**src/hw/rtl/cacs_pkg.sv**
```systemverilog
// Shared types and constants for the cave smoothing unit.
package cacs_pkg;

    localparam int DIM    = 32;
    localparam int ROW_W  = 32;
    localparam int ADDR_W = 5;
    localparam int CNT_W  = 6;
    localparam int THR_W  = 4;
    localparam int NBR_W  = 8;
    localparam int POP_W  = 4;

    localparam logic [ROW_W-1:0] ROW_ONES = '1;

    // Register map, word index from paddr[3:2]
    localparam logic [1:0] REG_PASS_COUNT   = 2'd0;
    localparam logic [1:0] REG_BIRTH_THR    = 2'd1;
    localparam logic [1:0] REG_SURVIVE_THR  = 2'd2;

    localparam logic [THR_W-1:0] PASS_COUNT_RST  = 4'd5;
    localparam logic [THR_W-1:0] BIRTH_THR_RST   = 4'd5;
    localparam logic [THR_W-1:0] SURVIVE_THR_RST = 4'd4;

    typedef struct packed {
        logic [THR_W-1:0] birth;
        logic [THR_W-1:0] survive;
    } thr_t;

    // One row entering the window; idx == DIM is the wall row below the grid
    typedef struct packed {
        logic             vld;
        logic [CNT_W-1:0] idx;
        logic [ROW_W-1:0] row;
    } feed_t;

    // One smoothed row ready to be written back
    typedef struct packed {
        logic              vld;
        logic [ADDR_W-1:0] addr;
        logic [ROW_W-1:0]  row;
    } row_wr_t;

endpackage

```
**src/hw/rtl/cacs_lane.sv**
```systemverilog
// One column lane: counts wall neighbors and applies the birth/survive rule.
module cacs_lane
    import cacs_pkg::*;
(
    input  logic [NBR_W-1:0] nbr,
    input  logic             self_bit,
    input  thr_t             thr,
    output logic             wall
);

    logic [POP_W-1:0] walls;

    always_comb
    begin
        walls = '0;
        for (int i = 0; i < NBR_W; i++)
        begin
            walls = walls + POP_W'(nbr[i]);
        end
        wall = (walls >= thr.birth) || (self_bit && (walls >= thr.survive));
    end

endmodule

```
**src/hw/rtl/cacs_row_unit.sv**
```systemverilog
// Three-row window, one lane per column, and the row merge register.
module cacs_row_unit
    import cacs_pkg::*;
(
    input  logic    clk,
    input  logic    rst_n,
    input  feed_t   feed,
    input  thr_t    thr,
    output row_wr_t wr
);

    logic [ROW_W-1:0] up_reg;
    logic [ROW_W-1:0] cur_reg;
    logic [ROW_W+1:0] pad_up;
    logic [ROW_W+1:0] pad_cur;
    logic [ROW_W+1:0] pad_dn;
    logic [ROW_W-1:0] lane_bits;
    logic             wr_vld_reg;
    logic [ADDR_W-1:0] wr_addr_reg;
    logic [ROW_W-1:0] wr_row_reg;

    // Slide the window; the row above the grid is all walls
    always_ff @(posedge clk)
    begin
        if (feed.vld)
        begin
            up_reg  <= (feed.idx == '0) ? ROW_ONES : cur_reg;
            cur_reg <= feed.row;
        end
    end

    // Pad left and right edges with walls
    assign pad_up  = {1'b1, up_reg,   1'b1};
    assign pad_cur = {1'b1, cur_reg,  1'b1};
    assign pad_dn  = {1'b1, feed.row, 1'b1};

    for (genvar x = 0; x < ROW_W; x++)
    begin : g_lane
        cacs_lane u_lane (
            .nbr      ({pad_up[x], pad_up[x+1], pad_up[x+2],
                        pad_cur[x], pad_cur[x+2],
                        pad_dn[x], pad_dn[x+1], pad_dn[x+2]}),
            .self_bit (pad_cur[x+1]),
            .thr      (thr),
            .wall     (lane_bits[x])
        );
    end

    always_ff @(posedge clk or negedge rst_n)
    begin
        if (!rst_n)
        begin
            wr_vld_reg <= 1'b0;
        end
        else
        begin
            wr_vld_reg <= feed.vld && (feed.idx != '0);
        end
    end

    // Merge lane bits into the finished row for the center of the window
    always_ff @(posedge clk)
    begin
        if (feed.vld)
        begin
            wr_addr_reg <= ADDR_W'(feed.idx - CNT_W'(1));
            wr_row_reg  <= lane_bits;
        end
    end

    assign wr.vld  = wr_vld_reg;
    assign wr.addr = wr_addr_reg;
    assign wr.row  = wr_row_reg;

endmodule

```
**src/hw/rtl/cave_cellular_automaton_smoother_unit.sv**
```systemverilog
// Top level of the cave smoothing unit: control, grid memory and ports.
// Load: one row word per cycle; the word with tlast starts processing.
// Then a zero fill of the rows that were not loaded, pass_count passes that each
// feed the 32 grid rows plus the wall row below, one row through the lane array per
// cycle, and output of each row through read, load and hold while m_tready stays high.
// Reset: control and registers return to pass 5, birth 5, survive 4; the grid
// memory is not cleared.
module cave_cellular_automaton_smoother_unit
    import cacs_pkg::*;
(
    input  logic              clk,
    input  logic              rst_n,
    // Input row stream
    input  logic              s_tvalid,
    output logic              s_tready,
    input  logic [ROW_W-1:0]  s_tdata,   // [31:0] row_bits
    input  logic              s_tlast,   // last_row
    // Output row stream
    output logic              m_tvalid,
    input  logic              m_tready,
    output logic [ROW_W-1:0]  m_tdata,   // [31:0] result_row_bits
    output logic              m_tlast,   // result_last
    // Configuration port
    input  logic              psel,
    input  logic              penable,
    input  logic              pwrite,
    input  logic [3:0]        paddr,
    input  logic [31:0]       pwdata,
    output logic [31:0]       prdata,
    output logic              pready
);

    typedef enum logic [2:0] {
        ST_LOAD,
        ST_CLEAR,
        ST_PASS,
        ST_EMIT_RD,
        ST_EMIT_LD,
        ST_EMIT_HOLD
    } state_t;

    state_t            state_reg;
    logic [CNT_W-1:0]  row_counter_reg;
    logic [CNT_W-1:0]  fill_next;
    logic [THR_W-1:0]  pass_counter_reg;
    logic [CNT_W-1:0]  feed_idx_reg;
    logic [ADDR_W-1:0] emit_ptr_reg;
    logic              a_vld_reg;
    logic [CNT_W-1:0]  a_idx_reg;
    logic              m_vld_reg;
    logic              m_last_reg;
    logic [ROW_W-1:0]  m_data_reg;

    logic [THR_W-1:0]  pass_count_reg;
    logic [THR_W-1:0]  birth_reg;
    logic [THR_W-1:0]  survive_reg;

    logic [ROW_W-1:0]  grid_mem [DIM];
    logic [ROW_W-1:0]  rdata_reg;
    logic [ADDR_W-1:0] rd_addr;
    logic              ld_wen;
    logic [ADDR_W-1:0] ld_waddr;
    logic [ROW_W-1:0]  ld_wdata;

    logic              s_acc;
    logic              cfg_wr;
    feed_t             feed;
    thr_t              thr;
    row_wr_t           row_wr;

    // ------------------------------------------------------------------
    // Configuration registers
    // ------------------------------------------------------------------
    assign pready = 1'b1;
    assign cfg_wr = psel && penable && pwrite && pready;

    always_ff @(posedge clk or negedge rst_n)
    begin
        if (!rst_n)
        begin
            pass_count_reg <= PASS_COUNT_RST;
            birth_reg      <= BIRTH_THR_RST;
            survive_reg    <= SURVIVE_THR_RST;
        end
        else if (cfg_wr)
        begin
            unique case (paddr[3:2])
                REG_PASS_COUNT:  pass_count_reg <= pwdata[THR_W-1:0];
                REG_BIRTH_THR:   birth_reg      <= pwdata[THR_W-1:0];
                REG_SURVIVE_THR: survive_reg    <= pwdata[THR_W-1:0];
                default:         ;
            endcase
        end
    end

    always_comb
    begin
        unique case (paddr[3:2])
            REG_PASS_COUNT:  prdata = 32'(pass_count_reg);
            REG_BIRTH_THR:   prdata = 32'(birth_reg);
            REG_SURVIVE_THR: prdata = 32'(survive_reg);
            default:         prdata = '0;
        endcase
    end

    assign thr.birth   = birth_reg;
    assign thr.survive = survive_reg;

    // ------------------------------------------------------------------
    // Control
    // ------------------------------------------------------------------
    assign s_tready = (state_reg == ST_LOAD);
    assign s_acc    = s_tvalid && s_tready;

    // Rows held after this word; words beyond the grid are dropped
    assign fill_next = (row_counter_reg < CNT_W'(DIM)) ? row_counter_reg + CNT_W'(1)
                                                       : row_counter_reg;

    always_ff @(posedge clk or negedge rst_n)
    begin
        if (!rst_n)
        begin
            state_reg        <= ST_LOAD;
            row_counter_reg  <= '0;
            pass_counter_reg <= '0;
            feed_idx_reg     <= '0;
            emit_ptr_reg     <= '0;
            a_vld_reg        <= 1'b0;
            a_idx_reg        <= '0;
            m_vld_reg        <= 1'b0;
            m_last_reg       <= 1'b0;
            m_data_reg       <= '0;
        end
        else
        begin
            // A row read is in flight for every pass cycle
            a_vld_reg <= (state_reg == ST_PASS);
            unique case (state_reg)
                ST_LOAD:
                begin
                    if (s_acc)
                    begin
                        if (s_tlast && (fill_next == CNT_W'(DIM)))
                        begin
                            row_counter_reg <= '0;
                            emit_ptr_reg    <= '0;
                            feed_idx_reg    <= '0;
                            state_reg <= (pass_count_reg == '0) ? ST_EMIT_RD : ST_PASS;
                        end
                        else
                        begin
                            row_counter_reg <= fill_next;
                            if (s_tlast)
                            begin
                                state_reg <= ST_CLEAR;
                            end
                        end
                    end
                end
                ST_CLEAR:
                begin
                    // Zero the rows that were never delivered
                    if (row_counter_reg == CNT_W'(DIM - 1))
                    begin
                        row_counter_reg <= '0;
                        emit_ptr_reg    <= '0;
                        feed_idx_reg    <= '0;
                        state_reg <= (pass_count_reg == '0) ? ST_EMIT_RD : ST_PASS;
                    end
                    else
                    begin
                        row_counter_reg <= row_counter_reg + CNT_W'(1);
                    end
                end
                ST_PASS:
                begin
                    // Issue one row read per cycle, then the wall row below
                    a_idx_reg <= feed_idx_reg;
                    if (feed_idx_reg == CNT_W'(DIM))
                    begin
                        feed_idx_reg <= '0;
                        if (pass_counter_reg + THR_W'(1) == pass_count_reg)
                        begin
                            pass_counter_reg <= '0;
                            state_reg        <= ST_EMIT_RD;
                        end
                        else
                        begin
                            pass_counter_reg <= pass_counter_reg + THR_W'(1);
                        end
                    end
                    else
                    begin
                        feed_idx_reg <= feed_idx_reg + CNT_W'(1);
                    end
                end
                ST_EMIT_RD:
                begin
                    state_reg <= ST_EMIT_LD;
                end
                ST_EMIT_LD:
                begin
                    m_vld_reg  <= 1'b1;
                    m_last_reg <= (emit_ptr_reg == ADDR_W'(DIM - 1));
                    m_data_reg <= rdata_reg;
                    state_reg  <= ST_EMIT_HOLD;
                end
                ST_EMIT_HOLD:
                begin
                    // Hold the word until taken, then advance
                    if (m_tready)
                    begin
                        m_vld_reg <= 1'b0;
                        if (m_last_reg)
                        begin
                            state_reg <= ST_LOAD;
                        end
                        else
                        begin
                            emit_ptr_reg <= emit_ptr_reg + ADDR_W'(1);
                            state_reg    <= ST_EMIT_RD;
                        end
                    end
                end
                default:
                begin
                    state_reg <= ST_LOAD;
                end
            endcase
        end
    end

    assign m_tvalid = m_vld_reg;
    assign m_tlast  = m_last_reg;
    assign m_tdata  = m_data_reg;

    // ------------------------------------------------------------------
    // Grid memory: one write port, one registered read port
    // ------------------------------------------------------------------
    assign rd_addr = (state_reg == ST_PASS) ? feed_idx_reg[ADDR_W-1:0] : emit_ptr_reg;

    always_comb
    begin
        ld_wen   = 1'b0;
        ld_waddr = row_counter_reg[ADDR_W-1:0];
        ld_wdata = '0;
        if (state_reg == ST_LOAD)
        begin
            ld_wen   = s_acc && (row_counter_reg < CNT_W'(DIM));
            ld_wdata = s_tdata;
        end
        else if (state_reg == ST_CLEAR)
        begin
            ld_wen = 1'b1;
        end
    end

    always_ff @(posedge clk)
    begin
        rdata_reg <= grid_mem[rd_addr];
        if (row_wr.vld)
        begin
            grid_mem[row_wr.addr] <= row_wr.row;
        end
        else if (ld_wen)
        begin
            grid_mem[ld_waddr] <= ld_wdata;
        end
    end

    // ------------------------------------------------------------------
    // Smoothing datapath; writes trail the reads, so in-place update is safe
    // ------------------------------------------------------------------
    assign feed.vld = a_vld_reg;
    assign feed.idx = a_idx_reg;
    assign feed.row = (a_idx_reg == CNT_W'(DIM)) ? ROW_ONES : rdata_reg;

    cacs_row_unit u_row_unit (
        .clk   (clk),
        .rst_n (rst_n),
        .feed  (feed),
        .thr   (thr),
        .wr    (row_wr)
    );

    // ------------------------------------------------------------------
    // Checks
    // ------------------------------------------------------------------
    a_no_overlap: assert property (@(posedge clk) disable iff (!rst_n)
        !(m_tvalid && s_tready))
        else $error("output word pending while input is open");

    a_wb_not_in_load: assert property (@(posedge clk) disable iff (!rst_n)
        row_wr.vld |-> (state_reg != ST_LOAD) && (state_reg != ST_CLEAR))
        else $error("pass write-back collides with load or clear");

    a_last_closes_input: assert property (@(posedge clk) disable iff (!rst_n)
        (s_tvalid && s_tready && s_tlast) |=> !s_tready)
        else $error("input stays open after last row");

    a_last_is_final_row: assert property (@(posedge clk) disable iff (!rst_n)
        (m_tvalid && m_tready && m_tlast) |=> (state_reg == ST_LOAD) && !m_tvalid)
        else $error("output continues after final row");

endmodule

```
**config.mk**
```make
export PLATFORM = sky130hd
export DESIGN_NAME = cave_cellular_automaton_smoother_unit
export DESIGN_NICKNAME = d
export VERILOG_FILES = /design/src/hw/rtl/cacs_pkg.sv /design/src/hw/rtl/cacs_lane.sv /design/src/hw/rtl/cacs_row_unit.sv /design/src/hw/rtl/cave_cellular_automaton_smoother_unit.sv
export SDC_FILE = /design/constraint.sdc
export NUM_CORES = 2
export LEC_CHECK = 0
export ABC_AREA = 0
export BUFFER_PORTS_ARGS = -buffer_cell sky130_fd_sc_hd__buf_2
export CORE_MARGIN = 2
export CORE_UTILIZATION = 63
export DETAILED_ROUTE_END_ITERATION = 10
export PLACE_DENSITY = 0.83
export SLEW_MARGIN = 10
export SYNTH_ARGS = -nofsm -noshare
export SYNTH_HDL_FRONTEND = slang
export SYNTH_HIERARCHICAL = 1
export SYNTH_SLANG_ARGS = --single-unit
```
**constraint.sdc**
```tcl
create_clock -name clk -period 5.7 [get_ports clk]
set_input_delay 0.57 -clock clk [delete_from_list [all_inputs] [get_ports clk]]
set_output_delay 0.57 -clock clk [all_outputs]
set_load 0.005 [all_outputs]
```
==> results.md <==
- Worst endpoint data arrival time: ~5.4 ns
- Met3 demand-to-capacity share in global routing: between 7 and 8%
- Largest incremental delay on the critical path: between 0.5 and 0.6 ns
- Clock period minus final worst setup slack: roughly 5 ns
- Slowest cell on the critical path: sky130_fd_sc_hd__fa_1
- Met1 Track Usage GR: 40.78%
- R2R Setup Slk: a little under 0.7 ns
- Biggest fanout along the worst timing path: 32
- Instance count of the mapped netlist: ~4600
- First-pass detailed-route iteration total: 6
- Effective utilization at floorplan: about 63%
- Clock tree sinks: 1235
- Post-detailed-routing wire length: between 150000 and 200000 um
- Maximum buffer depth of the clock tree: 3
- Run status: complete, no violations
- Met2 usage in global routing: 54.08%
- Busiest layer in global routing: met2
- Required time at the worst-slack endpoint: about 6 ns
- Top-area cell type share of the netlist area: a little under three fifths
- Dpl cell area: roughly 0.064 sq mm
- Final Max Tran Viols: 0
- Clock edge transition at the registers on the reported setup and hold paths: 0.06 ns
- Endpoint kind of the worst setup timing path: flip-flop
- Setup violators final: 0
- CTS H-tree lvls: 3
- Share of post-route cells with drive strength above 1: 13.57%
- Max Cap Viol: 0
- Worst Max-Slew Pin Slew: ~1.3 ns
- Die W: around 320 um
- Post-synthesis sequential area ratio: 59.54%
- First-pass GRT wire length: ~240000 um
- Later-pin clock latency in the skew report: approximately 0.73 ns
- Largest register FFs: roughly 1000
- Worst setup skew after layout: approximately 0.05 ns
- Primary FF master, synth: sky130_fd_sc_hd__edfxtp_1
- Synthesis warning total: 6
- Mean instance size in the synthesized netlist: approximately 13 sq um
- TritonCTS clock tree: done
- Dpl ws: between 0.7 and 0.8 ns
- Cell type group with the largest total delay on the critical path: adder cells
- CTS resizes: 0
- Largest area contributor in the netlist: sky130_fd_sc_hd__edfxtp_1
- Final std cell area, no fill: ~0.067 sq mm
- Core footprint: 0.09642 sq mm
- Register with the most flip-flops: grid_mem
- Overall overflow remaining after global route: 0
- I/O Pins: 144
- Setup tns final: 0 ns
- Port Buf Inserts: 84
- Global-route usage over all layers: around 33%
- Vertical extent of the die: between 300 and 400 um
- Number of buffers created by CTS: approximately 120
- Leading post-synthesis cells by instance count: 1125 x sky130_fd_sc_hd__edfxtp_1, 624 x sky130_fd_sc_hd__inv_1, 361 x sky130_fd_sc_hd__ha_1
- Average wire per standard cell: 26.65 um
- Fin util: roughly 70%
- Cell-by-cell trace of the critical path: nor4_1 > nand3b_1 > buf_4 > nand2b_1 > inv_1 > fa_1 > fa_1 > fa_1 > inv_1 > ha_1 > fa_1 > xor2_1 > ha_1 > o21a_1 > o21ai_0 > o221ai_1
- Synth-to-Final Area Change: 10.14%
- Die outline area: 0.09950 sq mm
- Cell with the most instances after synthesis: sky130_fd_sc_hd__edfxtp_1
- Gpl congestion: 0.8808
- Most numerous cell on the critical path: sky130_fd_sc_hd__fa_1
- Startpoint Class: flip-flop
- Worst hold path type: in -> reg
- Number of antenna-violating nets in the routed design: 0
- Max-slew headroom at the worst pin: about 15%
- Endpoints failing hold: 0
- Sum of buffers and inverters on the critical path: 3
- Async SR Flop Fraction: roughly 6.3%
- Post-route clock period utilization: between 80 and 90%
- Number of synthesized flops with an enable pin: between 1000 and 1500
- Worst setup margin: 0.6849 ns
- Detailed Route Iter0 Violations: 5073
- Yosys reg bits: ~1200
- Placement Rows: roughly 110
- Cell variety after synth: slightly below 80
- Number of antenna violations at the first check in global routing: 5
- Cell at the root of the clock tree: sky130_fd_sc_hd__clkbuf_16
- Final HPWL from detailed placement: 102600 um
- Category of the most critical setup path: reg -> reg
- Top cells by area, synth: sky130_fd_sc_hd__edfxtp_1 55%, sky130_fd_sc_hd__ha_1 7.4%, sky130_fd_sc_hd__fa_1 4.2%
- Post-detailed-route DRC marker count: 0
- Detailed-route via count: ~41000
- Largest net degree at the start of global routing: 96
- Number of global-route vias before repair: slightly above 40000
- Total standard cell area after synthesis: 0.06111 sq mm
- Timing-limited maximum frequency: about 200 MHz
- Number of vias per cell: about 6.6
- Setup repair after global routing missed its margin: no
- Net count reported at finish: about 5300
## timing repair
action	in CTS	in global routing
hold buffers	1	0
endpoints found under the hold margin	19	0
setup buffers	0	0
## metal layers
metal | wire (um) | share of wire (%) | up-vias
li1 | - | - | 17270
met3 | 19490 | 12 | 651
met4 | 9549 | 5.8 | 4
met2 | 77680 | 48 | 2733
met1 | 56750 | 35 | 19860
met5 | 55 | 0.034 | -
## area by class of cell
class	count	area, sq um
Antenna cell	1	2.502
Fill cell	6088	29120
Multi-Input combinational cell	2564	21800
Timing Repair Buffer	212	1474
Clock inverter	61	518.0
Sequential cell	1235	36390
Inverter	625	2346
Clock buffer	161	3178
Tap cell	1276	1597
## cell families (layout without fill, tap and decap cells)
group	count (synthesis)	count (layout)	synth area share, %
flip-flops	1235	1235	59.54
AND/OR/NAND/NOR	930	930	7.689
AO/OA/AOI/OAI	872	872	11.17
buffers and inverters	872	1059	5.993
adder cells (fa/ha/maj)	489	489	11.59
multiplexers	195	195	3.368
XOR/XNOR	43	43	0.6409
other	3	36	0.01843
## placed cells by master (no fill, tap or decap), types with 34 or more instances in the layout
cell type	count
sky130_fd_sc_hd__edfxtp_1	1125
sky130_fd_sc_hd__inv_1	623
sky130_fd_sc_hd__ha_1	361
sky130_fd_sc_hd__nand2_1	309
sky130_fd_sc_hd__nor3_1	156
sky130_fd_sc_hd__o21ai_0	139
sky130_fd_sc_hd__fa_1	128
sky130_fd_sc_hd__clkbuf_16	121
sky130_fd_sc_hd__buf_4	121
sky130_fd_sc_hd__mux2i_1	116
sky130_fd_sc_hd__nand2b_1	102
sky130_fd_sc_hd__a211oi_1	101
sky130_fd_sc_hd__o22ai_1	97
sky130_fd_sc_hd__nor2b_1	92
sky130_fd_sc_hd__buf_2	83
sky130_fd_sc_hd__nor2_1	78
sky130_fd_sc_hd__mux2_2	72
sky130_fd_sc_hd__dfrtp_1	71
sky130_fd_sc_hd__a32oi_1	55
sky130_fd_sc_hd__a2bb2oi_1	55
sky130_fd_sc_hd__a21oi_1	54
sky130_fd_sc_hd__a221oi_1	48
sky130_fd_sc_hd__o221ai_1	45
sky130_fd_sc_hd__clkbuf_1	40
sky130_fd_sc_hd__xor2_1	38
sky130_fd_sc_hd__nor2_4	35
sky130_fd_sc_hd__conb_1	35
sky130_fd_sc_hd__nand3_1	34
sky130_fd_sc_hd__o21a_1	34
## path summary, 6_finish.rpt
check	end	start	cells past startpoint
worst max-delay path	u_row_unit/wr_row_reg[24]	a_idx_reg[1]	16
min in group asynchronous	m_tvalid	rst_n	2
worst min-delay path	pass_count_reg[3]	pwdata[3]	2
max in group asynchronous	a_vld_reg	rst_n	3
worst min register to register	m_tdata[16]	rdata_reg[16]	1
worst max register to register	u_row_unit/wr_row_reg[24]	a_idx_reg[1]	16
## through the flow
step	cells	hold slack [ns]
2_1_floorplan	4671	0.2744
5_1_grt	6134	0.1499
3_5_place_dp	5911	0.4624
6_report	6135	0.1503
4_1_cts	6134	0.1271
3_3_place_gp	5911	0.4629
Power is not shown: default switching activity piles up to over one toggle a cycle in this logic, so the estimate is an artifact.
